File: src/hdl/dmf_pkg.sv
// Package of the disparity median/MAD filter: sizes, register codes, types, helpers.
// Depends on nothing.
`default_nettype none
package dmf_pkg;
	localparam int MAX_MATCHES = 64;
	localparam int IDX_W       = $clog2(MAX_MATCHES);
	localparam int CNT_W       = IDX_W + 1;
	localparam int DATA_W      = 16;
	localparam int BIT_W       = $clog2(DATA_W);
	localparam int PROD_W      = DATA_W + 8;
	localparam int TOL_W       = PROD_W - 4;

	localparam logic [CNT_W-1:0]  SMALL_SET = CNT_W'(8);
	localparam logic [DATA_W-1:0] ONE_Q4    = DATA_W'(16);
	localparam logic [DATA_W-1:0] SIGN_FLIP = {1'b1, {(DATA_W-1){1'b0}}};

	localparam logic CFG_MIN_TOL   = 1'b0;
	localparam logic CFG_MAD_SCALE = 1'b1;

	typedef enum logic [6:0] {
		ST_IDLE = 7'b0000001,
		ST_MED  = 7'b0000010,
		ST_MAD  = 7'b0000100,
		ST_PROD = 7'b0001000,
		ST_TOL  = 7'b0010000,
		ST_CNT  = 7'b0100000,
		ST_EMIT = 7'b1000000
	} state_t;

	typedef struct packed {
		logic             sample;
		logic             bit_end;
		logic [BIT_W-1:0] bit_idx;
	} rank_ctl_t;

	// Exact absolute difference of two signed Q12.4 values.
	function automatic logic [DATA_W-1:0] abs_dev(input logic [DATA_W-1:0] a,
			input logic [DATA_W-1:0] b);
		logic [DATA_W:0] d;
		logic [DATA_W:0] nd;
		d  = {a[DATA_W-1], a} - {b[DATA_W-1], b};
		nd = -d;
		return d[DATA_W] ? nd[DATA_W-1:0] : d[DATA_W-1:0];
	endfunction
endpackage
`default_nettype wire

File: src/hdl/dmf_ram.sv
// Disparity store: simple dual-port RAM with one registered read port.
// Depends on dmf_pkg.
`default_nettype none
module dmf_ram (
	input  wire logic                        clk,
	input  wire logic                        we,
	input  wire logic [dmf_pkg::IDX_W-1:0]   waddr,
	input  wire logic [dmf_pkg::DATA_W-1:0]  wdata,
	input  wire logic [dmf_pkg::IDX_W-1:0]   raddr,
	output logic      [dmf_pkg::DATA_W-1:0]  rdata
);
	logic [dmf_pkg::DATA_W-1:0] mem [dmf_pkg::MAX_MATCHES];

	always_ff @(posedge clk) begin
		if (we) begin
			mem[waddr] <= wdata;
		end
		rdata <= mem[raddr];
	end
endmodule
`default_nettype wire

File: src/hdl/dmf_rank.sv
// Bitwise rank search: one result bit per sweep over the stored values.
// Depends on dmf_pkg.
`default_nettype none
module dmf_rank (
	input  wire logic                        clk,
	input  wire logic                        arst_n,
	input  wire dmf_pkg::rank_ctl_t          ctl,
	input  wire logic [dmf_pkg::DATA_W-1:0]  value,
	input  wire logic [dmf_pkg::IDX_W-1:0]   k,
	output logic      [dmf_pkg::DATA_W-1:0]  result
);
	logic [dmf_pkg::DATA_W-1:0] r_q;
	logic [dmf_pkg::CNT_W-1:0]  cnt_q;
	logic [dmf_pkg::DATA_W-1:0] trial;
	logic [dmf_pkg::CNT_W-1:0]  cnt_eff;
	logic                       lt;

	// The trial sets the current bit; it is kept while no more than k values lie below it.
	assign trial   = r_q | (dmf_pkg::DATA_W'(1) << ctl.bit_idx);
	assign lt      = ctl.sample && (value < trial);
	assign cnt_eff = cnt_q + dmf_pkg::CNT_W'(lt);
	assign result  = (cnt_eff <= {1'b0, k}) ? trial : r_q;

	always_ff @(posedge clk or negedge arst_n) begin
		if (!arst_n) begin
			r_q   <= '0;
			cnt_q <= '0;
		end else if (ctl.bit_end) begin
			cnt_q <= '0;
			r_q   <= (ctl.bit_idx == '0) ? '0 : result;
		end else begin
			cnt_q <= cnt_eff;
		end
	end
endmodule
`default_nettype wire

File: src/hdl/disparity_median_mad_filter.sv
// Disparity median/MAD outlier filter. A beat is loaded in each cycle with start high and busy low.
// After the last beat of a set, busy stays high while sixteen sweeps of the store find the
// median, sixteen more the MAD, two steps form the tolerance, one sweep counts the kept
// matches and one emits the results, one per cycle, all over the single RAM read port.
// The results follow one per cycle on done; the receiver cannot stall them.
// Reset is asynchronous, active low; it empties the set and loads the register reset values.
`default_nettype none
module disparity_median_mad_filter (
	input  wire logic                              clk,
	input  wire logic                              arst_n,
	input  wire logic                              cfg_we,
	input  wire logic                              cfg_index,
	input  wire logic [14:0]                       cfg_data,
	input  wire logic                              start,
	output logic                                   busy,
	input  wire logic signed [dmf_pkg::DATA_W-1:0] disparity,
	input  wire logic                              last,
	output logic                                   done,
	output logic      [dmf_pkg::IDX_W-1:0]         match_index,
	output logic                                   keep,
	output logic                                   last_res,
	output logic                                   overflow
);
	// Configuration registers.
	logic [14:0] min_tol_q;
	logic [7:0]  mad_scale_q;

	// Sequencer and set bookkeeping.
	dmf_pkg::state_t             state_q;
	logic [dmf_pkg::CNT_W-1:0]   count_q;
	logic                        ovf_q;
	logic [dmf_pkg::CNT_W-1:0]   rd_idx_q;
	logic [dmf_pkg::BIT_W-1:0]   bit_q;
	logic                        sample_s1;
	logic [dmf_pkg::IDX_W-1:0]   idx_s1;

	// Statistics of the set.
	logic [dmf_pkg::DATA_W-1:0]  med_q;
	logic [dmf_pkg::DATA_W-1:0]  mad_q;
	logic [dmf_pkg::PROD_W-1:0]  prod_q;
	logic [dmf_pkg::TOL_W-1:0]   tol_q;
	logic [dmf_pkg::CNT_W-1:0]   kept_q;

	logic                        accept;
	logic                        sweeping;
	logic                        ranking;
	logic                        sweep_end;
	logic                        ram_we;
	logic [dmf_pkg::DATA_W-1:0]  rdata;
	logic [dmf_pkg::DATA_W-1:0]  dev;
	logic [dmf_pkg::DATA_W-1:0]  rank_value;
	logic [dmf_pkg::DATA_W-1:0]  rank_result;
	logic [dmf_pkg::DATA_W-1:0]  madq;
	logic                        dev_ok;
	logic                        all_keep;
	dmf_pkg::rank_ctl_t          rank_ctl;

	assign busy      = (state_q != dmf_pkg::ST_IDLE);
	assign accept    = start && !busy;
	assign ram_we    = accept && (count_q < dmf_pkg::CNT_W'(dmf_pkg::MAX_MATCHES));
	assign ranking   = (state_q == dmf_pkg::ST_MED) || (state_q == dmf_pkg::ST_MAD);
	assign sweeping  = ranking || (state_q == dmf_pkg::ST_CNT) || (state_q == dmf_pkg::ST_EMIT);
	// The read of the last entry was issued in the previous cycle, so its data is in hand now.
	assign sweep_end = sweeping && (rd_idx_q == count_q);

	dmf_ram u_ram (
		.clk   (clk),
		.we    (ram_we),
		.waddr (count_q[dmf_pkg::IDX_W-1:0]),
		.wdata (disparity),
		.raddr (rd_idx_q[dmf_pkg::IDX_W-1:0]),
		.rdata (rdata)
	);

	// The median search runs on offset binary so that an unsigned compare orders signed values.
	assign dev        = dmf_pkg::abs_dev(rdata, med_q);
	assign rank_value = (state_q == dmf_pkg::ST_MED) ? (rdata ^ dmf_pkg::SIGN_FLIP) : dev;

	assign rank_ctl.sample  = sample_s1 && ranking;
	assign rank_ctl.bit_end = sweep_end && ranking;
	assign rank_ctl.bit_idx = bit_q;

	dmf_rank u_rank (
		.clk    (clk),
		.arst_n (arst_n),
		.ctl    (rank_ctl),
		.value  (rank_value),
		.k      (count_q[dmf_pkg::CNT_W-1:1]),
		.result (rank_result)
	);

	assign madq     = (mad_q < dmf_pkg::ONE_Q4) ? dmf_pkg::ONE_Q4 : mad_q;
	assign dev_ok   = ({{(dmf_pkg::TOL_W-dmf_pkg::DATA_W){1'b0}}, dev} <= tol_q);
	// Small sets, and sets where the test would keep fewer than floor(n/2) matches, keep everything.
	assign all_keep = (count_q < dmf_pkg::SMALL_SET) || (kept_q < {1'b0, count_q[dmf_pkg::CNT_W-1:1]});

	always_ff @(posedge clk or negedge arst_n) begin
		if (!arst_n) begin
			min_tol_q   <= 15'd32;
			mad_scale_q <= 8'd48;
		end else if (cfg_we) begin
			unique case (cfg_index)
				dmf_pkg::CFG_MIN_TOL:   min_tol_q   <= cfg_data;
				dmf_pkg::CFG_MAD_SCALE: mad_scale_q <= cfg_data[7:0];
				default: ;
			endcase
		end
	end

	always_ff @(posedge clk or negedge arst_n) begin
		if (!arst_n) begin
			state_q   <= dmf_pkg::ST_IDLE;
			count_q   <= '0;
			ovf_q     <= 1'b0;
			rd_idx_q  <= '0;
			bit_q     <= '0;
			sample_s1 <= 1'b0;
			kept_q    <= '0;
			done      <= 1'b0;
		end else begin
			sample_s1 <= sweeping && (rd_idx_q < count_q);
			done      <= (state_q == dmf_pkg::ST_EMIT) && sample_s1;
			if (sweeping) begin
				rd_idx_q <= sweep_end ? '0 : rd_idx_q + 1'b1;
			end
			if ((state_q == dmf_pkg::ST_CNT) && sample_s1 && dev_ok) begin
				kept_q <= kept_q + 1'b1;
			end
			unique case (state_q)
				dmf_pkg::ST_IDLE: begin
					if (accept) begin
						if (ram_we) begin
							count_q <= count_q + 1'b1;
						end else begin
							ovf_q <= 1'b1;
						end
						if (last) begin
							state_q  <= dmf_pkg::ST_MED;
							rd_idx_q <= '0;
							bit_q    <= dmf_pkg::BIT_W'(dmf_pkg::DATA_W - 1);
						end
					end
				end
				dmf_pkg::ST_MED, dmf_pkg::ST_MAD: begin
					if (sweep_end) begin
						bit_q <= bit_q - 1'b1;
						if (bit_q == '0) begin
							state_q <= (state_q == dmf_pkg::ST_MED) ? dmf_pkg::ST_MAD
								: dmf_pkg::ST_PROD;
						end
					end
				end
				dmf_pkg::ST_PROD: begin
					state_q <= dmf_pkg::ST_TOL;
				end
				dmf_pkg::ST_TOL: begin
					kept_q  <= '0;
					state_q <= dmf_pkg::ST_CNT;
				end
				dmf_pkg::ST_CNT: begin
					if (sweep_end) begin
						state_q <= dmf_pkg::ST_EMIT;
					end
				end
				dmf_pkg::ST_EMIT: begin
					if (sweep_end) begin
						state_q <= dmf_pkg::ST_IDLE;
						count_q <= '0;
						ovf_q   <= 1'b0;
					end
				end
				default: state_q <= dmf_pkg::ST_IDLE;
			endcase
		end
	end

	// Payload registers.
	always_ff @(posedge clk) begin
		idx_s1 <= rd_idx_q[dmf_pkg::IDX_W-1:0];
		if ((state_q == dmf_pkg::ST_MED) && sweep_end && (bit_q == '0)) begin
			med_q <= rank_result ^ dmf_pkg::SIGN_FLIP;
		end
		if ((state_q == dmf_pkg::ST_MAD) && sweep_end && (bit_q == '0)) begin
			mad_q <= rank_result;
		end
		if (state_q == dmf_pkg::ST_PROD) begin
			prod_q <= dmf_pkg::PROD_W'(mad_scale_q * madq);
		end
		if (state_q == dmf_pkg::ST_TOL) begin
			tol_q <= (prod_q[dmf_pkg::PROD_W-1:4] > dmf_pkg::TOL_W'(min_tol_q))
				? prod_q[dmf_pkg::PROD_W-1:4] : dmf_pkg::TOL_W'(min_tol_q);
		end
		match_index <= idx_s1;
		keep        <= all_keep || dev_ok;
		last_res    <= ({1'b0, idx_s1} + 1'b1) == count_q;
		overflow    <= ovf_q;
	end
endmodule
`default_nettype wire

File: config.mk
export PLATFORM = sky130hd
export DESIGN_NAME = disparity_median_mad_filter
export DESIGN_NICKNAME = d
export VERILOG_FILES = /design/src/hdl/dmf_pkg.sv /design/src/hdl/dmf_ram.sv /design/src/hdl/dmf_rank.sv /design/src/hdl/disparity_median_mad_filter.sv
export SDC_FILE = /design/constraint.sdc
export NUM_CORES = 2
export LEC_CHECK = 0
export ABC_AREA = 1
export BUFFER_PORTS_ARGS = -buffer_cell sky130_fd_sc_hd__buf_2
export CAP_MARGIN = 20
export CORE_MARGIN = 1
export CORE_UTILIZATION = 47
export DETAILED_ROUTE_END_ITERATION = 16
export PLACE_DENSITY_LB_ADDON = 0.05
export SYNTH_ARGS = -nofsm -noshare
export SYNTH_HDL_FRONTEND = slang
export SYNTH_SLANG_ARGS = --single-unit
File: constraint.sdc
create_clock -name clk -period 6 [get_ports clk]
set_input_delay 0.9 -clock clk [delete_from_list [all_inputs] [get_ports clk]]
set_output_delay 0.9 -clock clk [all_outputs]
set_load 0.02 [all_outputs]
==> results.md <==
- Status: complete, but fails checks
- Violated checks: DRC
- VDD IR max: 0.3661 mV
- Clock slew at reported path FFs: 60 ps
- Yosys Warn Count: 0
- Number of H-tree levels: 4
- CP Data Arrival Time: 6260 ps
- Most frequent cells after synthesis: edfxtp_1, nor2_1, nand2_1, inv_1, o21ai_0
- Antenna violations before repair: 4
- Top-level I/O count: 48
- Die Wd: 342.6 um
- Tmin final: 5629 ps
- DR vias/cell: 5.653
- Switching power: 0.01022 W
- Finish-stage setup viols: 0
- 1st-iter DRT viols: 3,058
- Top post-synthesis cells by area: edfxtp_1, nor2_1, nand2_1, dfrtp_1, o21ai_0
- Final wirelength: 150.2 mm
- Fmax: 177.7 MHz
- Largest net degree at the start of global routing: 150
- Synthesized Nets: 4,858
- Crit path max fanout: 8
- CTS sink cnt: 1,208
- Max stage delay on crit path: 550 ps
- Asr flop ratio synth: 6.705%
- Type of origin of the critical path: flop
- Slew of the pin with the lowest slew margin: 1077 ps
- Adder-cell area share of the yosys netlist: 6.173%
- Largest family of logic cells by synthesized area: simple AND/OR/NAND/NOR gates
- Gr ovfl total: 0
- # rows: 124
- Crit share post-route: 93.81%
- Core box area: 0.1147 mm^2
- Syn avg cell area: 11.84 um^2
- Top_reg_cell synth: edfxtp_1
- Setup TNS: 0 ps
- Int Power: 0.01700 W
- Number of synthesized flops with an enable pin: 1,096
- Seq/Total Area, Yosys: 65.23%
- First-pass GRT wire length: 222.5 mm
- Yosys top cell area share: 60.36%
- Max Transition Viols Final: 0
- Routed length per instance: 23.84 um
- Layout Skew: 27.77 ps
- Placer congestion estimate: 0.8790
- Synth Instances: 4,603
- Root Buffer: clkbuf_16
- Simple-gate share of the synthesized area: 12.12%
- Ant diodes: 0
- CTS tree: built
- Clock power share: 28.8%
- WHS: 91.01 ps
- Synth-to-layout area growth: 12.41%
- Vias: 35.60k
- DRC Markers: 6
- Worst-Skew Late Latency: 740 ps
- Leak: 22.62 nW
- Pre-CTS WS: 87.66 ps
- GRT Resource Usage Total: 25.56%
- Sw Share: 37.56%
- WS Path Type: reg2reg
- Comb power frac: 34.8%
- Detailed Place HPWL: 92.87 mm
- Synthesis-stage register bit count: 1,208
- NumNets Final: 4,938
- Distinct cell type count after synthesis: 56
- # fillers: 9,906
- Final ANT Viol Nets: 0
- Max-Cap Viols: 0
- Port buffer count: 47
- Pwr/cell area: 444.1 mW/mm^2
- Sequential share of power: 36.4%
- Cell Area, Synth: 0.05452 mm^2
- Mux share of post-synthesis cell area: 1.983%
- Vias in the first global route: 34.42k
- Endpoints failing hold: 0
- Cell taking the most area after synthesis: edfxtp_1
- Drt pass-1 iters: 11
- Die Ht: 342.6 um
- Slew headroom: 28.15%
- Cell mode on critical path: nand2_1
- CTS Buffer Depth: 3
- Die footprint: 0.1174 mm^2
- Req. time, crit path: 6640 ps
- Layout cells sized above 1: 9.779%
- Fin util: 53.46%
- Synth Area in XOR/XNOR: 0.6747%
- Initial Util: 47.55%
- CP Capture Type: flop
- Hold Crit Class: in2async
- CTS Buf Count: 134
- Critical path's slowest cell: fa_2
- Final WS setup: 371.1 ps
- Count leader, synth: edfxtp_1
- Synth Area in Compound Gates: 9.425%
-- power groups by stage --
stage          Clock, W  Sequential (W)  Combinational, W
5_1_grt         0.00826         0.00995            0.0105
6_report        0.00783         0.00992           0.00947
2_1_floorplan         0         0.00980           0.00640
3_3_place_gp          0          0.0101           0.00935
4_1_cts         0.00797         0.00991           0.00943
3_5_place_dp          0          0.0101           0.00940
-- sequential cells by signal (all words and copies together) (netlist names), 8 cells and up --
register and count:
u_rank.r_q 16, u_ram.rdata 16, tol_q 20, prod_q 20, mad_q 16, med_q 16
min_tol_q 15, mad_scale_q 8, u_ram.mem 1024
-- through the flow --
step | power [W] | cell area (um^2) | std cells
after floorplan | 0.01620 | 54520 | 4603
after global placement | 0.01943 | 56880 | 6052
after detailed placement | 0.01948 | 56880 | 6052
after CTS | 0.02731 | 61040 | 6291
after global routing | 0.02869 | 61290 | 6298
final | 0.02722 | 61290 | 6298
-- logic make-up (layout without fill, tap and decap cells) --
logic type / Yosys count / in the layout
flops: 1208 / 1208
xor+xnor: 42 / 42
mux: 108 / 108
simple gates: 1605 / 1605
buf+inv: 619 / 802
compound gates: 803 / 803
fa+ha+maj: 218 / 218
-- metal layers --
layer  track usage [%]  wire (um)  up-vias
met4             7.552       3619        0
met5                 0          0        -
met1             35.32      65220    17760
li1                  -          -    16590
met2             41.93      72270     1044
met3             3.762       9040      201
-- timing repair --
| action | 4_1_cts | 5_1_grt |
|---|---|---|
| buffers inserted | 0 | 4 |
| hold buffers | 0 | 0 |
| resized for setup | 0 | 53 |
| setup endpoints to repair | 0 | 47 |
-- worst max-delay path, delay by kind of cell (launching register included) --
kind | cells | cell delay [ps]
adders and majority gates | 7 | 1910
AOI/OAI and AO/OA | 9 | 1740
and+or+nand+nor | 13 | 1080
DFF | 1 | 380
buffers and inverters | 2 | 260
xor gates and xnor gates | 1 | 150
-- layout make-up --
type / count / area [um^2] / share of cell area [%]
clock buffers: 176 / 3690 / 6.020
flip-flops and latches: 1208 / 35580 / 58.05
clock inverters: 63 / 473.0 / 0.7717
well taps: 1512 / 1892 / 3.087
repair buffers: 187 / 1465 / 2.391
multi-input cells: 2776 / 16770 / 27.36
inverters: 376 / 1421 / 2.319
-- layout by cell type (no fill, tap or decap), types with 31 or more instances in the layout --
cell	count
buf_2	46
mux2i_1	108
nand2_1	565
inv_1	359
clkbuf_16	140
o32ai_1	148
xor2_1	32
buf_4	124
edfxtp_1	1096
clkinv_1	31
o21ai_0	348
nand3_1	217
ha_1	127
a21oi_1	126
fa_1	84
o221ai_1	108
nor2_1	717
dfrtp_1	74
-- path summary, 6_finish.rpt --
check | start | endpoint | slack [ps] | cells past startpoint
max in group asynchronous | arst_n | rd_idx_q[2]$_DFF_PN0_ | 4710 | 2
worst max-delay path | med_q[0]$_DFFE_PP_ | u_rank.r_q[5]$_DFFE_PN0P_ | 370 | 32
worst min-delay path | arst_n | count_q[4]$_DFFE_PN0P_ | 90 | 1
min in group clk | idx_s1[1]$_DFF_P_ | match_index[1]$_DFF_P_ | 370 | 0
worst min register to register | idx_s1[1]$_DFF_P_ | match_index[1]$_DFF_P_ | 370 | 0
worst max register to register | med_q[0]$_DFFE_PP_ | u_rank.r_q[5]$_DFFE_PN0P_ | 370 | 32
Power figures use the tool's default switching activity.
